File: src/design/tcds_pkg.sv
// Package for the tick counter with deadline slots.
// Holds operation codes, window constants and the control structs shared by the modules.
// No dependencies.
package tcds_pkg;

    typedef enum logic [1:0] {
        OP_TICK     = 2'd0,
        OP_REGISTER = 2'd1,
        OP_QUERY    = 2'd2
    } op_t;

    localparam logic [7:0] WINDOW_LEN = 8'hff;
    localparam logic       SLEEP_BIT  = 1'b1;

    localparam int FIRED_W = 4;
    localparam int INDEX_W = 2;
    localparam int COUNT_W = 3;

    typedef struct packed {
        logic tick;
        logic add;
    } slot_cmd_t;

    typedef struct packed {
        logic tick;
        logic asleep;
    } tick_cmd_t;

    typedef struct packed {
        logic       valid;
        logic [7:0] ticks;
    } wake_t;

endpackage

File: src/design/tcds_tick.sv
// Tick count and 255-tick wake window counters.
// Depends on tcds_pkg.
module tcds_tick
(
    input  logic               clk,
    input  logic               rst_n,
    input  tcds_pkg::tick_cmd_t cmd,
    output logic [31:0]        ticks_next,
    output tcds_pkg::wake_t    wake
);

    logic [31:0] ticks_reg;
    logic [7:0]  window_reg;
    logic [7:0]  window_next;
    logic [7:0]  sleep_reg;
    logic [7:0]  sleep_next;
    logic [7:0]  window_inc;
    logic [7:0]  sleep_inc;

    always_comb
    begin
        window_inc  = window_reg + 8'd1;
        sleep_inc   = sleep_reg + {7'd0, cmd.asleep & tcds_pkg::SLEEP_BIT};
        ticks_next  = ticks_reg;
        window_next = window_reg;
        sleep_next  = sleep_reg;
        wake        = '0;
        if (cmd.tick)
        begin
            ticks_next  = ticks_reg + 32'd1;
            window_next = window_inc;
            sleep_next  = sleep_inc;
            // Close the window: report awake ticks, restart both counters
            if (window_inc == tcds_pkg::WINDOW_LEN)
            begin
                wake.valid  = 1'b1;
                wake.ticks  = tcds_pkg::WINDOW_LEN - sleep_inc;
                window_next = 8'd0;
                sleep_next  = 8'd0;
            end
        end
    end

    always_ff @(posedge clk or negedge rst_n)
    begin
        if (!rst_n)
        begin
            ticks_reg  <= '0;
            window_reg <= '0;
            sleep_reg  <= '0;
        end
        else
        begin
            ticks_reg  <= ticks_next;
            window_reg <= window_next;
            sleep_reg  <= sleep_next;
        end
    end

endmodule

File: src/design/tcds_slots.sv
// Alarm slot bank: valid bits, deadlines, per-slot compare, allocation and occupancy count.
// Depends on tcds_pkg.
module tcds_slots
#(
    parameter int SLOTS = 4,
    parameter int IDX_W = (SLOTS > 1) ? $clog2(SLOTS) : 1,
    parameter int CNT_W = $clog2(SLOTS + 1)
)
(
    input  logic                clk,
    input  logic                rst_n,
    input  tcds_pkg::slot_cmd_t cmd,
    input  logic [31:0]         deadline,
    input  logic [31:0]         ticks_next,
    output logic [SLOTS-1:0]    fired,
    output logic                accepted,
    output logic [IDX_W-1:0]    index,
    output logic [CNT_W-1:0]    in_use
);

    logic [SLOTS-1:0] valid_reg;
    logic [SLOTS-1:0] valid_next;
    logic [31:0]      deadline_reg [SLOTS];

    always_comb
    begin
        fired      = '0;
        accepted   = 1'b0;
        index      = '0;
        valid_next = valid_reg;
        // Lowest free slot wins: scan from the top so the lowest is written last
        for (int i = SLOTS - 1; i >= 0; i--)
        begin
            if (!valid_reg[i])
            begin
                accepted = 1'b1;
                index    = IDX_W'(i);
            end
        end
        if (cmd.tick)
        begin
            for (int i = 0; i < SLOTS; i++)
            begin
                if (valid_reg[i] && (deadline_reg[i] < ticks_next))
                begin
                    fired[i]      = 1'b1;
                    valid_next[i] = 1'b0;
                end
            end
            accepted = 1'b0;
            index    = '0;
        end
        else if (cmd.add)
        begin
            if (accepted)
            begin
                valid_next[index] = 1'b1;
            end
        end
        else
        begin
            accepted = 1'b0;
            index    = '0;
        end
    end

    always_comb
    begin
        in_use = '0;
        for (int i = 0; i < SLOTS; i++)
        begin
            in_use = in_use + CNT_W'(valid_next[i]);
        end
    end

    always_ff @(posedge clk or negedge rst_n)
    begin
        if (!rst_n)
        begin
            valid_reg <= '0;
        end
        else
        begin
            valid_reg <= valid_next;
        end
    end

    always_ff @(posedge clk)
    begin
        if (cmd.add && accepted)
        begin
            deadline_reg[index] <= deadline;
        end
    end

endmodule

File: src/design/tick_counter_with_deadline_slots_core.sv
// Top level of the tick counter with deadline alarm slots.
// Depends on tcds_pkg, tcds_tick and tcds_slots.
//
//  channel  | handshake            | payload
//  ---------+----------------------+-------------------------------------------------
//  command  | start high, busy low | operation, asleep, deadline
//  result   | done strobe          | fired_mask, accepted, slot_index, slots_in_use,
//           |                      | wake_valid, wake_ticks, tick_count
//
// One command is taken every cycle; busy stays low. A transfer is captured in the
// input register, processed by the tick counters and the slot bank in the next cycle,
// and its result is captured in the result register that drives the result ports;
// throughput is one item per cycle.
// Reset clears the tick count, window counters, slot valid bits and both strobes.
// The receiver cannot stall; each result is shown for exactly one cycle.
module tick_counter_with_deadline_slots_core
#(
    parameter int SLOTS = 4
)
(
    input  logic        clk,
    input  logic        rst_n,
    input  logic        start,
    output logic        busy,
    input  logic [1:0]  operation,
    input  logic        asleep,
    input  logic [31:0] deadline,
    output logic        done,
    output logic [3:0]  fired_mask,
    output logic        accepted,
    output logic [1:0]  slot_index,
    output logic [2:0]  slots_in_use,
    output logic        wake_valid,
    output logic [7:0]  wake_ticks,
    output logic [31:0] tick_count
);

    localparam int IDX_W = (SLOTS > 1) ? $clog2(SLOTS) : 1;
    localparam int CNT_W = $clog2(SLOTS + 1);
    // Widen before truncating so any slot count maps onto the fixed port widths
    localparam int FIRED_X = (SLOTS > tcds_pkg::FIRED_W) ? SLOTS : tcds_pkg::FIRED_W;
    localparam int INDEX_X = (IDX_W > tcds_pkg::INDEX_W) ? IDX_W : tcds_pkg::INDEX_W;
    localparam int COUNT_X = (CNT_W > tcds_pkg::COUNT_W) ? CNT_W : tcds_pkg::COUNT_W;

    // Input register
    logic        in_valid_reg;
    logic [1:0]  op_reg;
    logic        asleep_reg;
    logic [31:0] deadline_reg;

    // Result register
    logic        done_reg;
    logic [3:0]  fired_reg;
    logic        accepted_reg;
    logic [1:0]  index_reg;
    logic [2:0]  in_use_reg;
    logic        wake_valid_reg;
    logic [7:0]  wake_ticks_reg;
    logic [31:0] tick_count_reg;

    tcds_pkg::tick_cmd_t tick_cmd;
    tcds_pkg::slot_cmd_t slot_cmd;
    tcds_pkg::wake_t     wake;
    logic [31:0]         ticks_next;
    logic [SLOTS-1:0]    fired;
    logic                slot_accepted;
    logic [IDX_W-1:0]    slot_idx;
    logic [CNT_W-1:0]    slot_count;
    logic [FIRED_X-1:0]  fired_ext;
    logic [INDEX_X-1:0]  index_ext;
    logic [COUNT_X-1:0]  count_ext;

    // Never hold off a command
    assign busy = 1'b0;

    // Decode the held command; the unused code changes nothing and reports like a query
    always_comb
    begin
        tick_cmd        = '0;
        slot_cmd        = '0;
        tick_cmd.asleep = asleep_reg;
        if (in_valid_reg)
        begin
            unique case (tcds_pkg::op_t'(op_reg))
                tcds_pkg::OP_TICK:
                begin
                    tick_cmd.tick = 1'b1;
                    slot_cmd.tick = 1'b1;
                end
                tcds_pkg::OP_REGISTER:
                begin
                    slot_cmd.add = 1'b1;
                end
                tcds_pkg::OP_QUERY:
                begin
                end
                default:
                begin
                end
            endcase
        end
    end

    tcds_tick u_tick
    (
        .clk        (clk),
        .rst_n      (rst_n),
        .cmd        (tick_cmd),
        .ticks_next (ticks_next),
        .wake       (wake)
    );

    tcds_slots
    #(
        .SLOTS (SLOTS),
        .IDX_W (IDX_W),
        .CNT_W (CNT_W)
    )
    u_slots
    (
        .clk        (clk),
        .rst_n      (rst_n),
        .cmd        (slot_cmd),
        .deadline   (deadline_reg),
        .ticks_next (ticks_next),
        .fired      (fired),
        .accepted   (slot_accepted),
        .index      (slot_idx),
        .in_use     (slot_count)
    );

    assign fired_ext = FIRED_X'(fired);
    assign index_ext = INDEX_X'(slot_idx);
    assign count_ext = COUNT_X'(slot_count);

    // Control: transfer strobes
    always_ff @(posedge clk or negedge rst_n)
    begin
        if (!rst_n)
        begin
            in_valid_reg <= 1'b0;
            done_reg     <= 1'b0;
        end
        else
        begin
            in_valid_reg <= start;
            done_reg     <= in_valid_reg;
        end
    end

    // Payload: capture the command, then the result of the held command
    always_ff @(posedge clk)
    begin
        op_reg         <= operation;
        asleep_reg     <= asleep;
        deadline_reg   <= deadline;
        fired_reg      <= fired_ext[tcds_pkg::FIRED_W-1:0];
        accepted_reg   <= slot_accepted;
        index_reg      <= index_ext[tcds_pkg::INDEX_W-1:0];
        in_use_reg     <= count_ext[tcds_pkg::COUNT_W-1:0];
        wake_valid_reg <= wake.valid;
        wake_ticks_reg <= wake.ticks;
        tick_count_reg <= ticks_next;
    end

    assign done         = done_reg;
    assign fired_mask   = fired_reg;
    assign accepted     = accepted_reg;
    assign slot_index   = index_reg;
    assign slots_in_use = in_use_reg;
    assign wake_valid   = wake_valid_reg;
    assign wake_ticks   = wake_ticks_reg;
    assign tick_count   = tick_count_reg;

endmodule
File: config.mk
export PLATFORM = sky130hd
export DESIGN_NAME = tick_counter_with_deadline_slots_core
export DESIGN_NICKNAME = d
export VERILOG_FILES = /design/src/design/tcds_pkg.sv /design/src/design/tcds_tick.sv /design/src/design/tcds_slots.sv /design/src/design/tick_counter_with_deadline_slots_core.sv
export SDC_FILE = /design/constraint.sdc
export NUM_CORES = 1
export LEC_CHECK = 0
export CAP_MARGIN = 20
export CORE_MARGIN = 5
export CORE_UTILIZATION = 35
export CTS_BUF_LIST = sky130_fd_sc_hd__clkbuf_4
export DETAILED_ROUTE_END_ITERATION = 10
export DONT_BUFFER_PORTS = 1
export GPL_TIMING_DRIVEN = 1
export PLACE_DENSITY_LB_ADDON = 0.2
export RECOVER_POWER = 50
export SLEW_MARGIN = 20
export SYNTH_ARGS = -nofsm -noshare
export SYNTH_HDL_FRONTEND = slang
export SYNTH_SLANG_ARGS = --single-unit
File: constraint.sdc
create_clock -name clk -period 4.8 [get_ports clk]
set_input_delay 0.48 -clock clk [delete_from_list [all_inputs] [get_ports clk]]
set_output_delay 0.48 -clock clk [all_outputs]
set_load 0.02 [all_outputs]
* After elaboration in Yosys (flattened, before gate mapping) *
Memories as Yosys holds them, arrays and structs flattened.
Cells that the tools add are included.

word-level totals
  register bits after elaboration = 140
  memories = 1
  output and inout bits = 53
  bits of input ports = 38
  logic and storage cells = 76
  RAM bits = 128

memories
  memory                words  bits a word  rd ports  clocked after memory_dff  wr ports  line              source
  u_slots.deadline_reg  4      32           4         0                         1         tcds_slots.sv:23  logic [31:0] deadline_reg [SLOTS];

operators by class
  bitwise logic cells = 1
  eq/ne operators = 2
  add/subtract/negate cells = 7
  magnitude comparators = 6
  reductions and logical operators = 8
  muxes and demuxes = 35

operators with widths
  kind                                                                    number
  32-bit < comparator                                                     4
  32-bit by 1-bit adder with 32-bit output (second input constant)        1
  32-bit two-way mux                                                      1
  1-bit two-way mux                                                       20
  8-bit two-way mux                                                       2
  2-bit two-way mux                                                       7
  4-bit two-way mux                                                       3
  9-bit two-way mux                                                       1
  8-bit by 1-bit adder with 8-bit output                                  1
  8-bit by 1-bit adder with 8-bit output (second input constant)          1
  8-bit equality test (second input constant)                             1
  8-bit subtractor (first input constant)                                 1
  3-bit by 1-bit adder with 3-bit output                                  2
  1-bit logical AND                                                       6
  4-bit OR                                                                1
  2-bit by 3-bit < comparator with 1-bit output (second input constant)   1
  1-bit by 1-bit adder with 2-bit output                                  1
  1-bit demux with 2-bit select                                           1
  2-bit by 1-bit equality test with 1-bit output (second input constant)  1
  2-bit by 1-bit >= comparator with 1-bit output (second input constant)  1
  2-bit zero test                                                         1
  2-bit AND reduction                                                     1

* Logic depth before layout (Yosys ltp) *
Gate-level depths: netlist of run 1.

  depth in word-level cells = 15
  gate-level depth with buffers = 19
  depth with buffers taken out = 18

* By module *
Synthesis of run 1 repeated with hierarchy kept, for this count alone.

unflattened totals
  cell total of the unflattened synthesis = 825
  area total of the unflattened synthesis = 11,182.0 sq um

by module, submodules not included
  module                                 cells each  sequential area each (sq um)  times used  area an instance (sq um)
  tcds_slots                             505         3,943.8                       1           6,995.5
  tcds_tick                              228         1,201.2                       1           2,382.3
  tick_counter_with_deadline_slots_core  92          1,771.7                       1           1,804.2

* Worst setup path before layout of run 1 *
No wires, ideal clock.

  kind = register to register
  start = register in_valid_reg
  end = register in_use_reg[1], in the netlist slots_in_use[1]
  clock period less this slack = 4.213 ns
  setup slack = 0.587 ns
  buffers on the path = 1
  cell stages (with the launch flop) = 20
  required time = 4.678 ns
  library setup time = 0.122 ns
  data arrival time = 4.091 ns
  path through = dfrtp_1 nor3b_1 buf_2 and3_1 nand4_1 nor2_1 and2_1 xnor2_1 ha_1 a21oi_1 nor2_1 a2111oi_0 o221ai_1 nor4_1 a221oi_1 ha_1 inv_1 fa_1 inv_1 ha_1

on the way
  word-level cells in the longest chain between the ends = 9
  elaborated cells on any way between the ends = 20
  those cells by class = 3 x add/sub; 4 x order compare; 9 x mux; 4 x reduce/logical

ends and longest elaborated chain
  element                                                 line                                          source
  from (decl)                                             tick_counter_with_deadline_slots_core.sv:46   logic in_valid_reg;
  from (signal assigned)                                  tick_counter_with_deadline_slots_core.sv:146  in_valid_reg <= start;
  1-bit two-way mux                                       tick_counter_with_deadline_slots_core.sv:82   if (in_valid_reg)
  32-bit two-way mux                                      tcds_tick.sv:28                               if (cmd.tick)
  32-bit < comparator                                     tcds_slots.sv:44                              if (valid_reg[i] && (deadline_reg[i] < ticks_next))
  1-bit logical AND                                       tcds_slots.sv:44
  1-bit two-way mux                                       tcds_slots.sv:44
  4-bit two-way mux *                                     tcds_slots.sv:40                              if (cmd.tick)
  via u_slots.valid_next[1]                               tcds_slots.sv:22                              logic [SLOTS-1:0] valid_next;
  1-bit by 1-bit adder with 2-bit output *                tcds_slots.sv:72                              in_use = in_use + CNT_W'(valid_next[i]);
  3-bit by 1-bit adder with 3-bit output * (2 in series)  tcds_slots.sv:72
  via count_ext[1]                                        tick_counter_with_deadline_slots_core.sv:71   logic [COUNT_X-1:0] count_ext;
  to (signal assigned)                                    tick_counter_with_deadline_slots_core.sv:160  in_use_reg <= count_ext[tcds_pkg::COUNT_W-1:0];
  to (decl)                                               tick_counter_with_deadline_slots_core.sv:56   logic [2:0] in_use_reg;

Mark *: on every way through the listed nets, which the timed path passes. The rest lies on a longest branch.
A chain may end at the register's enable or synchronous reset.

* Worst setup path after layout of run 1 *
  start = register u_tick.ticks_reg[14]
  end = register in_use_reg[1], in the netlist slots_in_use[1]

on the way
  word-level cells in the longest chain between the ends = 9
  elaborated cells on any way between the ends = 18
  those cells by class = 4 x add/sub; 4 x order compare; 6 x mux; 4 x reduce/logical

ends and longest elaborated chain
  element                                                 line                                         source
  from (decl)                                             tcds_tick.sv:12                              logic [31:0] ticks_reg;
  from (signal assigned)                                  tcds_tick.sv:54                              ticks_reg <= ticks_next;
  32-bit by 1-bit adder with 32-bit output                tcds_tick.sv:30                              ticks_next = ticks_reg + 32'd1;
  32-bit two-way mux *                                    tcds_tick.sv:28
  32-bit < comparator *                                   tcds_slots.sv:44
  1-bit logical AND *                                     tcds_slots.sv:44
  1-bit two-way mux *                                     tcds_slots.sv:44
  4-bit two-way mux *                                     tcds_slots.sv:40
  via u_slots.valid_next[1]                               tcds_slots.sv:22
  1-bit by 1-bit adder with 2-bit output *                tcds_slots.sv:72
  3-bit by 1-bit adder with 3-bit output * (2 in series)  tcds_slots.sv:72
  via count_ext[1]                                        tick_counter_with_deadline_slots_core.sv:71

Marked as above.

==> results of run 1 <==
-- metrics by stage --
stage | instances | utilization, % | hold slack [ns] | setup TNS, ns
3_5_place_dp | 1366 | 38.1 | 0.187 | 0
2_1_floorplan | 897 | - | 0.184 | 0
4_1_cts | 1542 | 42.5 | 0.236 | 0
5_1_grt | 1548 | 42.9 | 0.239 | -0.137
3_3_place_gp | 1366 | 38.1 | 0.187 | 0
6_report | 1548 | 42.9 | 0.324 | 0
-- synth_stat cells, types with 5 or more instances --
| cell | instances | area, sq um |
|---|---|---|
| a21oi_1 | 49 | 245 |
| a21o_1 | 10 | 75.1 |
| nor2_1 | 39 | 146 |
| and2_1 | 7 | 43.8 |
| edfxtp_1 | 128 | 3840 |
| a211oi_1 | 6 | 45.0 |
| clkbuf_1 | 7 | 26.3 |
| nand2_1 | 68 | 255 |
| xnor2_1 | 26 | 228 |
| o221ai_1 | 5 | 43.8 |
| dfxtp_1 | 86 | 1720 |
| nand4_1 | 26 | 163 |
| and3_1 | 20 | 125 |
| o31ai_1 | 6 | 45.0 |
| dfrtp_1 | 54 | 1350 |
| xor2_1 | 24 | 210 |
| nand3_1 | 25 | 125 |
| nor3_1 | 15 | 75.1 |
| and4_1 | 9 | 78.8 |
| inv_1 | 35 | 131 |
| ha_1 | 123 | 1540 |
| nor2b_1 | 6 | 37.5 |
| o21ai_0 | 36 | 180 |
-- critical path: stages (launching register included) --
cell and delay, ns:
dfrtp_1 0.40, nand4_1 0.23, nor4_4 0.36, nand4_1 0.24, nor2_2 0.21, buf_6 0.14
nand4_1 0.19, xor2_2 0.26, ha_1 0.33, nand4_1 0.13, or2_2 0.32, o221ai_1 0.35
a211oi_2 0.10, a221oi_2 0.33, ha_1 0.20, inv_2 0.04, fa_2 0.38, inv_2 0.07
ha_4 0.19
-- logic make-up after synthesis --
logic type                 synth area share [%]
buffers and inverters                      1.61
adders and majority gates                  13.5
other                                    0.0324
muxes                                     0.173
DFF                                        59.8
and+or+nand+nor                            11.2
xor gates and xnor gates                   4.57
AOI/OAI and AO/OA                          9.06
-- layout make-up --
class | instances | area share (%)
clock inverters | 19 | 1.08
multi-input cells | 583 | 33.1
inverters | 35 | 0.942
clock buffers | 119 | 6.41
diodes | 1 | 0.0179
flip-flops and latches | 268 | 49.6
repair buffers | 81 | 4.86
well taps | 442 | 3.97
-- final timing paths --
kind	from	endpoint	slack, ns	depth (start not counted)
max	u_tick.ticks_reg[14]	slots_in_use[1]	0.18	18
min	deadline[11]	deadline_reg[11]	0.32	1
max reg2reg	u_tick.ticks_reg[14]	slots_in_use[1]	0.18	18
min reg2reg	in_valid_reg	done	0.44	0
max in group asynchronous	rst_n	u_tick.ticks_reg[11]	1.34	2
min in group asynchronous	rst_n	u_tick.sleep_reg[3]	1.40	2
-- repair_timing --
action / CTS / global route
resized for setup: 0 / 28
endpoints found under the setup margin: 0 / 3
hold buffers: 38 / 0
buffers inserted: 0 / 5
endpoints found under the hold margin: 90 / 0
-- power breakdown --
part | total, mW | switching (mW) | internal [mW]
logic | 0.427 | 0.250 | 0.177
registers | 2.69 | 0.155 | 2.53
clock network | 2.23 | 0.943 | 1.28
-- layer usage --
layer / vias up / share of wire, % / track usage, % / wire, um
met1: 3641 / 48 / 21.5 / 13600
met2: 189 / 44 / 23.3 / 12500
met4: 0 / 2.0 / 6.08 / 563
met5: - / 0 / 0 / 0
met3: 48 / 5.2 / 3.82 / 1480
li1: 3714 / - / - / -
==> flow_summary.yaml, run 1 <==
yosys:
  postSynthCellCount: 897
  yosysSeqAreaShare_pct: 59.8
  yosys_warnings: 0
  synth-main-ff-cell: "edfxtp_1"
  ys_types: 74
  synth_edf_count: 128
  ys_ff_latch: 268
  mappedNetlistNets: 1059
  synthArstFlopShare_pct: 20.1
  netlist_area_sq_um: 11600
  postSynthAreaPerCell_sq_um: 12.9
detailed_routing:
  vias_per_cell: 4.90
  wl_per_cell_um: 18.2
  via_count: 7592
  antenna_left: 0
  routed_wl_mm: 28.2
  drt_first_iter_violations: 485
  dr.pass1.iters: 5
  drcViolationCount: 0
global_routing:
  grt_pass1_vias: 7640
  grt_max_degree: 55
  grt.total_usage_pct: 15.5
  antenna_found_initial: 1
  gr-total-overflow: 0
  grt_pass1_wl_mm: 43.3
clock_tree:
  numCtsBuffers: 76
  ctsLongestPathBuffers: 3
  cts_tree: "done"
  clock_sinks: 268
  clk-insertion-delay-late_ns: 0.71
  clkTransAtPathRegs_ns: 0.07
  root_buffer: "clkbuf_4"
  htree_levels: 3
timing:
  max_slew_margin_pct: -114
  period_share_pct: 96.3
  finClkSkew_ns: 0.0516
  finalSetupViolCount: 0
  slew_violations: 55
  worstMarginPinSlew_ns: 3.22
  fmax_mhz: 216
  rsz0062_at_grt: "true"
  finalCriticalPeriod_ns: 4.62
  setup_slack_ns: 0.176
  hold_viol_final: 0
floorplan:
  die_y_um: 192
  core_area_sq_um: 32500
  rows: 66
  die_w_um: 192
  ios: 91
  start_util_pct: 35.5
  dieArea_sq_um: 36800
place:
  portBuffers: 0
  pre_cts_ws_ns: 0.115
  placed_area_sq_um: 12400
  dpl.hpwl_mm: 20.2
  gp_congestion: 0.829
cells_and_area:
  final_area_sq_um: 13900
  layout_common_cells: "edfxtp_1, ha_1, clkbuf_4"
  mostFrequentLayoutCell: "edfxtp_1"
  fillers: 3125
  nets: 1207
  largest_reg_flops: 128
  drive_gt1_share_pct: 18.4
  synthToLayoutAreaGrowth_pct: 20.6
  seqCellArea_sq_um: 6920
  multi_input_area_sq_um: 4620
power:
  powerDensity_nw_per_um2: 383
  p_leak_nw: 5.63
  total_power_mw: 5.34
  ir_drop_mv: 0.138
worst_setup_path:
  required_ns: 5.37
  critPathKind: "reg -> reg"
  arrival_ns: 5.20
  crit_path_end_kind: "flip-flop"
  cp-start-kind: "flip-flop"
  cp_max_fo: 5
flow_run:
  drv_cap: 1
status:
  status: "finished, violations left"
  failed_checks: "capacitance limit, slew limit"
worst_hold_path:
  hold_class: "in -> reg"
No activity file was read; power rests on OpenSTA's default activity.
==> run 2, diff against run 1 <==
==> constraint.sdc (replaced) <==
create_clock -name clk -period 5.8 [get_ports clk]
set_input_delay 0.58 -clock clk [delete_from_list [all_inputs] [get_ports clk]]
set_output_delay 0.58 -clock clk [all_outputs]
set_load 0.02 [all_outputs]
==> flow_summary.yaml, run 2 (synthesis gave the netlist of run 1 again) <==
status:
  status: "finished, violations left"
  failed_checks: "capacitance limit, slew limit"
detailed_routing:
  routed_wl_mm: 27.5
  drcViolationCount: 0
  wl_per_cell_um: 18.2
  dr.pass1.iters: 5
  antenna_left: 0
  via_count: 7421
  vias_per_cell: 4.89
  drt_first_iter_violations: 403
worst_hold_path:
  hold_class: "in -> reg"
  hold_end: "asleep_reg"
  hold_path_startpoint: "asleep"
  hold_path_depth: 1
worst_setup_path:
  cp_slowest_cell: "nor3_1"
  crit_path_end_kind: "flip-flop"
  reg2reg_slack_ns: 0.48
  arrival_ns: 5.89
  crit_buf_inv: 2
  crit_chain: "nand4_2, nor4_4, nand3_1, nor3_1, and3_1, xnor2_1, ha_1, nand2_1, nor2_1, a2111oi_0, o221ai_1, nor4_1, a221oi_1, ha_1, inv_1, fa_1, inv_1, ha_1"
  cp_max_fo: 8
  critical_path.top_delay_family: "simple AND/OR/NAND/NOR gates"
  critPathKind: "reg -> reg"
  crit_path_frequent_cell: "ha_1"
  cpPeakStageDelay_ns: 0.54
  r2r-start: "u_tick.ticks_reg[5]"
  rr_worst_depth: 18
  r2r-end: "slots_in_use[1]"
  required_ns: 6.37
  cp-start-kind: "flip-flop"
cells_and_area:
  layout_common_cells: "edfxtp_1, ha_1, clkbuf_4"
  synthToLayoutAreaGrowth_pct: 17.6
  largest_reg_flops: 128
  mostFrequentLayoutCell: "edfxtp_1"
  nets: 1174
  drive_gt1_share_pct: 14.3
floorplan:
  die_y_um: 192
  dieArea_sq_um: 36800
  die_w_um: 192
  start_util_pct: 35.5
  ios: 91
  core_area_sq_um: 32500
  rows: 66
clock_tree:
  clock_sinks: 268
  htree_levels: 3
  root_buffer: "clkbuf_4"
  numCtsBuffers: 75
  cts_tree: "done"
  clk-insertion-delay-late_ns: 0.70
  ctsLongestPathBuffers: 3
  clkTransAtPathRegs_ns: 0.06
timing:
  whs_ns: 0.439
  finalSetupViolCount: 0
  finalCriticalPeriod_ns: 5.32
  slew_violations: 88
  fmax_mhz: 188
  fin_tns_setup_ns: 0
  hold_viol_final: 0
  worstMarginPinSlew_ns: 3.25
  period_share_pct: 91.7
  finClkSkew_ns: 0.0519
  rsz0062_at_grt: "false"
  max_slew_margin_pct: -116
power:
  ir_drop_mv: 0.112
  p_leak_nw: 5.46
  powerDensity_nw_per_um2: 324
global_routing:
  antenna_found_initial: 1
  grt_pass1_vias: 7503
  grt.total_usage_pct: 15.2
  grt_max_degree: 55
  gr-total-overflow: 0
  grt_pass1_wl_mm: 42.8
place:
  dpl.hpwl_mm: 19.3
  portBuffers: 0
  gp_congestion: 0.821
flow_run:
  drv_cap: 2
## run 2: cell count changes in the layout (fill, tap and decap cells not counted), moves of 3 or more
cell / previous run / this run
nor3_2: 4 / 1
nor3_1: 11 / 15
clkinv_1: 15 / 12
clkinv_2: 0 / 4
buf_4: 36 / 7
## run 2: what timing repair did
item,CTS,global route
setup endpoints to repair,0,1
hold endpoints to repair,90,0
gates resized for setup,0,1
setup buffers,0,0
hold buffers,38,0
## run 2: area by class of cell
type,instances,area [sq um]
antenna,1,2.50
sequential,268,6920
timing repair buffer,49,442
tap,442,553
clock buffer,119,893
inverter,35,131
multi-input combinational,583,4490
fill,3168,18900
clock inverter,20,159
## run 2: through the flow
| step | utilization [%] | power (mW) | instances | cell area, sq um | setup WS (ns) |
|---|---|---|---|---|---|
| 2_1_floorplan | - | 2.44 | 897 | 11600 | 1.59 |
| 3_3_place_gp | 37.4 | 2.57 | 1339 | 12200 | 0.536 |
| 3_5_place_dp | 37.4 | 2.57 | 1339 | 12200 | 0.468 |
| 4_1_cts | 41.9 | 4.50 | 1516 | 13600 | 0.415 |
| 5_1_grt | 41.8 | 4.67 | 1517 | 13600 | 0.106 |
| 6_report | 41.8 | 4.41 | 1517 | 13600 | 0.482 |
## run 2: worst max path at each step
stage | from | endpoint | depth (start not counted)
after floorplan | in_valid_reg | slots_in_use[1] | 19
after global placement | u_tick.ticks_reg[5] | slots_in_use[1] | 18
after detailed placement | u_tick.ticks_reg[5] | slots_in_use[1] | 18
after CTS | u_tick.ticks_reg[5] | slots_in_use[1] | 18
after global routing | u_tick.ticks_reg[5] | slots_in_use[1] | 18
final | u_tick.ticks_reg[5] | slots_in_use[1] | 18
## run 2: power by group
part / switching (mW) / internal (mW)
combinational: 0.201 / 0.136
sequential: 0.129 / 2.10
clock: 0.781 / 1.07
## run 2: layer usage
metal	part of all wire, %	track usage [%]
met3	5.3	3.11
met5	0	0
met1	48	21.0
met2	45	23.2
met4	2.1	6.38
==> run 3, diff against run 2 <==
==> constraint.sdc (replaced) <==
create_clock -name clk -period 5.8 [get_ports clk]
set_input_delay 0.87 -clock clk [delete_from_list [all_inputs] [get_ports clk]]
set_output_delay 0.87 -clock clk [all_outputs]
set_load 0.02 [all_outputs]
==> flow_summary.yaml, run 3 (synthesis gave the netlist of run 1 again) <==
clock_tree:
  numCtsBuffers: 75
  ctsLongestPathBuffers: 3
  clkTransAtPathRegs_ns: 0.06
  htree_levels: 3
  root_buffer: "clkbuf_4"
  clock_sinks: 268
  cts_tree: "done"
  clk-insertion-delay-late_ns: 0.70
global_routing:
  gr-total-overflow: 0
  grt_max_degree: 55
  grt_pass1_wl_mm: 42.4
  grt_pass1_vias: 7364
  antenna_found_initial: 1
  grt.total_usage_pct: 15.1
worst_setup_path:
  critPathKind: "reg -> reg"
  arrival_ns: 5.90
  crit_path_end_kind: "flip-flop"
  cp_max_fo: 8
  cp-start-kind: "flip-flop"
  required_ns: 6.37
power:
  p_leak_nw: 5.31
  switchingPower_mw: 1.11
  netSwitchingFraction_pct: 25.3
  internal_power_mw: 3.28
  power_frac_seq_pct: 50.7
  powerDensity_nw_per_um2: 332
  p_comb_share_pct: 7.2
  pwr-share-clk_pct: 42.1
  total_power_mw: 4.39
  ir_drop_mv: 0.110
cells_and_area:
  largest_reg_flops: 128
  nets: 1138
  mostFrequentLayoutCell: "edfxtp_1"
  fillers: 3182
  final_area_sq_um: 13200
  drive_gt1_share_pct: 14.8
  synthToLayoutAreaGrowth_pct: 14.5
  layout_common_cells: "edfxtp_1, ha_1, clkbuf_4"
  final_cells: 1481
  finish.utilization_pct: 40.7
timing:
  slew_violations: 88
  setup_slack_ns: 0.472
  finalSetupViolCount: 0
  fin_tns_setup_ns: 0
  whs_ns: 0.193
  rsz0062_at_grt: "false"
  hold_viol_final: 0
  worstMarginPinSlew_ns: 3.24
  fmax_mhz: 188
  finClkSkew_ns: 0.0548
  finalCriticalPeriod_ns: 5.33
  max_slew_margin_pct: -116
  period_share_pct: 91.9
place:
  gp_congestion: 0.821
  placed_cells: 1339
  pre_cts_ws_ns: 0.468
  portBuffers: 0
  dpl.hpwl_mm: 19.3
  placed_area_sq_um: 12200
floorplan:
  die_y_um: 192
  core_area_sq_um: 32500
  start_util_pct: 35.5
  dieArea_sq_um: 36800
  die_w_um: 192
  ios: 91
  rows: 66
detailed_routing:
  drcViolationCount: 0
  vias_per_cell: 4.95
  routed_wl_mm: 27.5
  wl_per_cell_um: 18.5
  via_count: 7333
  drt_first_iter_violations: 418
  dr.pass1.iters: 5
  antenna_left: 0
status:
  status: "finished, violations left"
  failed_checks: "capacitance limit, slew limit"
flow_run:
  drv_cap: 2
worst_hold_path:
  hold_class: "in -> reg"
[run 3: repair_timing]
action | CTS | global route
hold endpoints to repair | 54 | 0
hold buffers | 2 | 0
buffers inserted | 0 | 0
setup endpoints to repair | 0 | 1
gates resized for setup | 0 | 1
[run 3: final timing paths]
path / start / endpoint / slack, ns / cells after the start
worst max-delay path: u_tick.ticks_reg[5] / slots_in_use[1] / 0.47 / 18
worst min-delay path: operation[1] / op_reg[1] / 0.19 / 0
worst min register to register: in_valid_reg / done / 0.46 / 0
worst max register to register: u_tick.ticks_reg[5] / slots_in_use[1] / 0.47 / 18
max in group asynchronous: rst_n / u_tick.ticks_reg[28] / 2.11 / 2
min in group asynchronous: rst_n / u_tick.sleep_reg[2] / 1.83 / 2
[run 3: power groups by stage]
stage | Sequential [mW] | Combinational (mW) | Clock [mW]
2_1_floorplan | 2.22 | 0.220 | 0
3_3_place_gp | 2.26 | 0.308 | 0
3_5_place_dp | 2.26 | 0.308 | 0
4_1_cts | 2.22 | 0.324 | 1.93
5_1_grt | 2.24 | 0.373 | 2.04
6_report | 2.23 | 0.317 | 1.85
[run 3: critical path, stage by stage (launching register included)]
cell	delay [ns]
dfrtp_1	0.43
nand4_2	0.18
nor4_4	0.50
nand3_1	0.17
nor3_1	0.56
and3_1	0.30
xnor2_1	0.27
ha_1	0.34
nand2_1	0.07
nor2_1	0.04
a2111oi_0	0.48
o221ai_1	0.37
nor4_1	0.37
a221oi_1	0.11
ha_1	0.30
inv_1	0.05
fa_1	0.38
inv_1	0.07
ha_1	0.22
[run 3: layout make-up]
cell class,instances,area (sq um),share of cell area [%]
flip-flops and latches,268,6920,52.3
multi-input cells,583,4490,34.0
clock buffers,119,893,6.75
well taps,442,553,4.18
clock inverters,20,159,1.20
inverters,35,131,0.993
repair buffers,13,81.3,0.615
diodes,1,2.50,0.0189
[run 3: routing by layer]
metal	up-vias	GRT usage [%]	wire, um
li1	3566	-	-
met1	3517	21.0	13100
met2	203	22.9	12300
met3	47	3.36	1510
met4	0	6.38	621
met5	-	0	0
